**config.mk**
```make
export PLATFORM = sky130hd
export DESIGN_NAME = hufd_ctrl
export DESIGN_NICKNAME = d
export VERILOG_FILES = /design/src/rtl/huffman_tree_decoder_assert.svh /design/src/rtl/hufd_pkg.sv /design/src/rtl/hufd_ctrl.sv
export SDC_FILE = /design/constraint.sdc
export NUM_CORES = 1
export LEC_CHECK = 0
export BUFFER_PORTS_ARGS = -buffer_cell sky130_fd_sc_hd__buf_2
export CORE_AREA = 2 2 39 41
export CTS_CLUSTER_SIZE = 12
export DETAILED_ROUTE_END_ITERATION = 8
export DIE_AREA = 0 0 41 43
export SLEW_MARGIN = 0
export SYNTH_ARGS = -nofsm -noshare
export SYNTH_HDL_FRONTEND = slang
export SYNTH_SLANG_ARGS = --single-unit
```
**constraint.sdc**
```tcl
create_clock -name i_clk -period 1.7 [get_ports i_clk]
set_clock_uncertainty 0.2 [all_clocks]
set_input_delay 0.085 -clock i_clk [delete_from_list [all_inputs] [get_ports i_clk]]
set_output_delay 0.085 -clock i_clk [all_outputs]
set_load 0.01 [all_outputs]
```
**src/rtl/huffman_tree_decoder_assert.svh**
```systemverilog
// Assertion macros for the Huffman tree decoder.
// Used by the top level only; expects i_clk and i_rst_n in scope.
`ifndef HUFFMAN_TREE_DECODER_ASSERT_SVH
`define HUFFMAN_TREE_DECODER_ASSERT_SVH

// Same-cycle implication, disabled while reset is held.
`define HUFD_ASSERT_NOW(label, ante, cons) \
    label: assert property (@(posedge i_clk) disable iff (!i_rst_n) (ante) |-> (cons)) \
        else $error("huffman_tree_decoder: same-cycle check failed");

// Next-cycle implication, disabled while reset is held.
`define HUFD_ASSERT_NEXT(label, ante, cons) \
    label: assert property (@(posedge i_clk) disable iff (!i_rst_n) (ante) |=> (cons)) \
        else $error("huffman_tree_decoder: next-cycle check failed");

`endif

```
**src/rtl/hufd_pkg.sv**
```systemverilog
// Shared types and constants of the Huffman tree decoder.
// No dependencies; every module and interface of the block imports this package.
`timescale 1ns / 1ps

package hufd_pkg;

    localparam int MAX_NODES   = 512;
    localparam int SYMBOL_BITS = 8;
    localparam int ADDR_W      = $clog2(MAX_NODES);
    localparam int IDX_W       = 9;
    localparam int SYM_W       = 8;
    localparam int BYTE_W      = 8;
    localparam int TOP_BIT     = 7;
    localparam int BIT_CNT_W   = $clog2(BYTE_W);

    localparam logic KIND_LOAD   = 1'b0;
    localparam logic KIND_DECODE = 1'b1;

    typedef struct packed {
        logic                   leaf;
        logic [IDX_W-1:0]       left;
        logic [IDX_W-1:0]       right;
        logic [SYMBOL_BITS-1:0] symbol;
    } t_node;

    // controller -> datapath
    typedef struct packed {
        logic load;   // write one node, return walk to root
        logic start;  // latch byte, read the starting node
        logic cur;    // follow a child of a freshly read node
        logic step;   // finish one bit against the node just read
        logic flush;  // hand over the held symbol marked last
    } t_cmd;

    // datapath -> controller
    typedef struct packed {
        logic leaf;
        logic last_bit;
        logic pend_valid;
        logic out_free;
    } t_stat;

    function automatic logic [ADDR_W-1:0] to_addr(input logic [IDX_W-1:0] idx);
        return ADDR_W'(idx);
    endfunction

    function automatic logic in_range(input logic [IDX_W-1:0] idx);
        return 32'(idx) < 32'(MAX_NODES);
    endfunction

endpackage

```
**src/rtl/hufd_ctrl.sv**
```systemverilog
// Control state machine of the Huffman tree decoder.
// Depends on hufd_pkg; drives the datapath through t_cmd.
`timescale 1ns / 1ps

module hufd_ctrl import hufd_pkg::*; (
    input  logic  i_clk,
    input  logic  i_rst_n,
    input  logic  i_in_valid,
    input  logic  i_in_kind,
    input  t_stat i_stat,
    output logic  o_in_ready,
    output t_cmd  o_cmd
);

    typedef enum logic [3:0] {
        S_IDLE  = 4'b0001,
        S_CUR   = 4'b0010,
        S_STEP  = 4'b0100,
        S_FLUSH = 4'b1000
    } t_state;

    t_state r_state;
    t_state n_state;
    logic   w_step_go;
    logic   w_flush_go;

    // a found leaf with a symbol already held needs room in the output register
    assign w_step_go  = !i_stat.leaf || !i_stat.pend_valid || i_stat.out_free;
    assign w_flush_go = !i_stat.pend_valid || i_stat.out_free;

    always_comb begin
        n_state    = r_state;
        o_in_ready = 1'b0;
        o_cmd      = '0;
        case (r_state)
            S_IDLE: begin
                o_in_ready = 1'b1;
                if (i_in_valid) begin
                    if (i_in_kind == KIND_DECODE) begin
                        o_cmd.start = 1'b1;
                        n_state     = S_CUR;
                    end else begin
                        o_cmd.load = 1'b1;
                    end
                end
            end
            S_CUR: begin
                o_cmd.cur = 1'b1;
                n_state   = S_STEP;
            end
            S_STEP: begin
                if (w_step_go) begin
                    o_cmd.step = 1'b1;
                    if (i_stat.last_bit) begin
                        n_state = S_FLUSH;
                    end else if (i_stat.leaf) begin
                        n_state = S_CUR;
                    end
                end
            end
            S_FLUSH: begin
                if (w_flush_go) begin
                    o_cmd.flush = 1'b1;
                    n_state     = S_IDLE;
                end
            end
            default: begin
                n_state = S_IDLE;
            end
        endcase
    end

    always_ff @(posedge i_clk) begin
        if (!i_rst_n) begin
            r_state <= S_IDLE;
        end else begin
            r_state <= n_state;
        end
    end

endmodule

```
==> summary.txt <==
Detailed routing
  – Max layer used: met3
  – First-pass iteration count of the detailed router: 4
  – Number of remaining DRC errors: 0
  – Routed vias: 329
  – Number of nets still failing antenna checks after routing: 0
  – Per-cell routed wire length: 10.6 um
  – Aggregate routed wire length: 743 um
  – Routed met2 length: 439 um
  – Met1 layer wirelength in the final routing: 270 um
  – Total met3 wirelength after detailed routing: 33 um
  – Number of design-rule violations left by the first detailed-router iteration: 4
  – Routed via count divided by cell count: 4.70

Power and ir drop
  – Total Power: 0.000377 W
  – Power per standard cell area: 798 mW/mm2
  – Leakage power summed over all cells: 0.203 nW
  – Maximum ir drop on the vdd rail: 0.295 mV

Yosys
  – Post-Synthesis Cell Area: 285 um2
  – Net count of the mapped netlist: 40
  – Top-area cell type share of the netlist area: 0.281
  – Post-Syn Area per Cell: 8.91 um2
  – Top area cells in the synthesized netlist: dfxtp_1 28%, nor4b_1 9.2%, nor3b_4 6.6%
  – YS warnings: 0
  – Cell count after synthesis: 32
  – Register bit total from synthesis: 4
  – Largest area contributor in the synthesized netlist: dfxtp_1
  – Sequential element share of the synthesized area: 0.281
  – Count of different cell masters after synthesis: 21

GRT
  – Via count of the first global-routing pass: 312
  – Congestion Overflow GR: 0
  – Wire length of the first global-routing pass: 1.16 mm
  – Total routing resource utilization after global routing: 0.106
  – Maximum number of pins on one net before global-route repair: 7
  – Initial antenna violation count: 0

Final layout
  – Largest Register: r_state
  – Final Util: 0.341
  – Flip-flop count of the largest register, all copies and words added: 4
  – Layout cells sized above 1: 0.556
  – Synthesis-to-finish area growth: 65.4%
  – Largest registers ranked by flip-flop count: r_state x4
  – Count of antenna diodes in the layout: 0
  – Most common cell after layout, fill and taps aside: buf_2
  – Count of nets after finishing: 64

Die
  – Initial cell density of the core: 0.206
  – Horizontal extent of the die: 41 um
  – Area of the core: 0.00138 mm2
  – Die height: 43 um
  – Floorplan row count: 14
  – Die Footprint: 0.00176 mm2
  – Number of top-level design ports: 14

Clocking
  – Clk pin slew, worst setup/hold paths: 40 ps
  – Clock tree root buffer cell: clkbuf_4
  – Clock insertion delay at the later pin of the skew report: 240 ps
  – CTS Buf Count: 3
  – Clock tree from TritonCTS: done
  – Maximum level of the CTS H-tree: 1
  – Clock buffer depth: 2
  – Number of clock sinks seen by CTS: 4
  – Number of buffers inserted to repair setup after CTS: 0

Timing
  – Transition time at the pin with the least slew margin: 291 ps
  – Number of max-slew violations in the final report: 0
  – Hold_ws: 5.71 ps
  – Unrepaired setup endpoints after global routing: true
  – Tcrit/Tclk final: 0.989
  – Slew Limit Headroom: 0.803
  – Total of endpoints with negative setup slack in the final report: 0
  – Timing-limited maximum frequency: 0.595 GHz
  – Shortest period the worst path allows: 1680 ps
  – Final count of hold timing violations: 0

Critical path
  – Crit path kind: register to output port
  – Endpoint class of the critical path: output port
  – Start of the worst register-to-register path: r_state[1]
  – Arrival time of data at the critical path endpoint: 1400 ps
  – Data required time of the critical path: 1410 ps
  – Top fanout value on the critical path: 5
  – Reg-to-Reg End: r_state[3]
  – Startpoint of the most critical setup path: r_state[1]
  – Reg2Reg Depth: 3
  – Startpoint types: register
  – Internal reg-to-reg setup slack: 80 ps

Status
  – Run status: finished, final reports clean

Place
  – Final weighted congestion of routability-driven global placement: 0.732
  – DP Wirelength: 576 um
  – Number of buffers inserted by port buffering: 13

Hold path
  – Hold WC Path Type: input pin to register
  – Hold Path Cell Cnt: 4
  – Terminating pin of the worst hold path: r_state[0]
  – Worst Hold Launch: i_in_kind

Run
  – Max Cap Violations: 0
power by group:
group	leakage [nW]	internal, W	total (W)	switching [W]
sequential	0.0340	0.000110	0.000132	0.0000219
combinational	0.155	0.0000689	0.000125	0.0000557
clock	0.0138	0.0000791	0.000120	0.0000409
total	0.203	0.000258	0.000377	0.000119
final cells by class:
class | instances | area (um2)
Fill cell | 155 | 912
Tap cell | 16 | 20.0
Timing Repair Buffer | 19 | 118
Clock buffer | 3 | 22.5
Inverter | 3 | 11.3
Multi-Input combinational cell | 25 | 213
Sequential cell | 4 | 87.6
worst max-delay path, cell delays in order (launching register included):
cell and delay, ps:
dfxtp_4 360, or4b_4 560, a21oi_2 110, buf_2 130
worst max path at each step:
stage,endpoint,slack (ps),depth (start not counted)
4_1_cts,o_cmd[1],-30,4
6_report,o_cmd[0],20,3
2_1_floorplan,r_state[3],150,3
5_1_grt,o_cmd[0],-30,3
3_5_place_dp,r_state[3],60,3
3_3_place_gp,r_state[3],90,3
logic make-up after synthesis:
group,after synthesis,synth area share
DFF,4,0.281
and+or+nand+nor,17,0.474
AOI/OAI and AO/OA,8,0.206
buffers and inverters,3,0.0395
synthesized netlist by cell type:
master	number
nor2_1	2
a21oi_1	2
a21o_1	1
nor3b_1	1
a211oi_1	1
nor3b_4	1
or2_2	1
nand3b_1	1
a21bo_2	1
nor4b_2	1
o41ai_1	1
nor2b_1	1
a32o_1	1
or4b_4	1
nor4b_1	3
o21ai_0	1
inv_1	3
and2_1	2
dfxtp_1	4
and3_1	1
nand2_1	2
through the flow:
| stage | cells | setup slack [ps] | instance area (um2) | setup TNS, ps |
|---|---|---|---|---|
| floorplan | 32 | 147 | 285 | 0 |
| global placement | 64 | 90.0 | 393 | 0 |
| detailed placement | 64 | 62.8 | 393 | 0 |
| CTS | 70 | -32.2 | 445 | -52.8 |
| global route | 70 | -26.3 | 472 | -26.3 |
| finish | 70 | 19.0 | 472 | 0 |
timing repair:
item,in CTS,in global routing
setup endpoints to repair,2,3
hold endpoints to repair,2,0
hold buffers,3,0
gates resized for setup,0,8
pin swaps,0,3
routing by layer:
metal  track usage  up-vias
met5             0        -
met4         0.100        0
met3        0.0471        0
met2         0.178        6
met1        0.0774      158
li1              -      165
No activity file was read; power rests on OpenSTA's default activity.
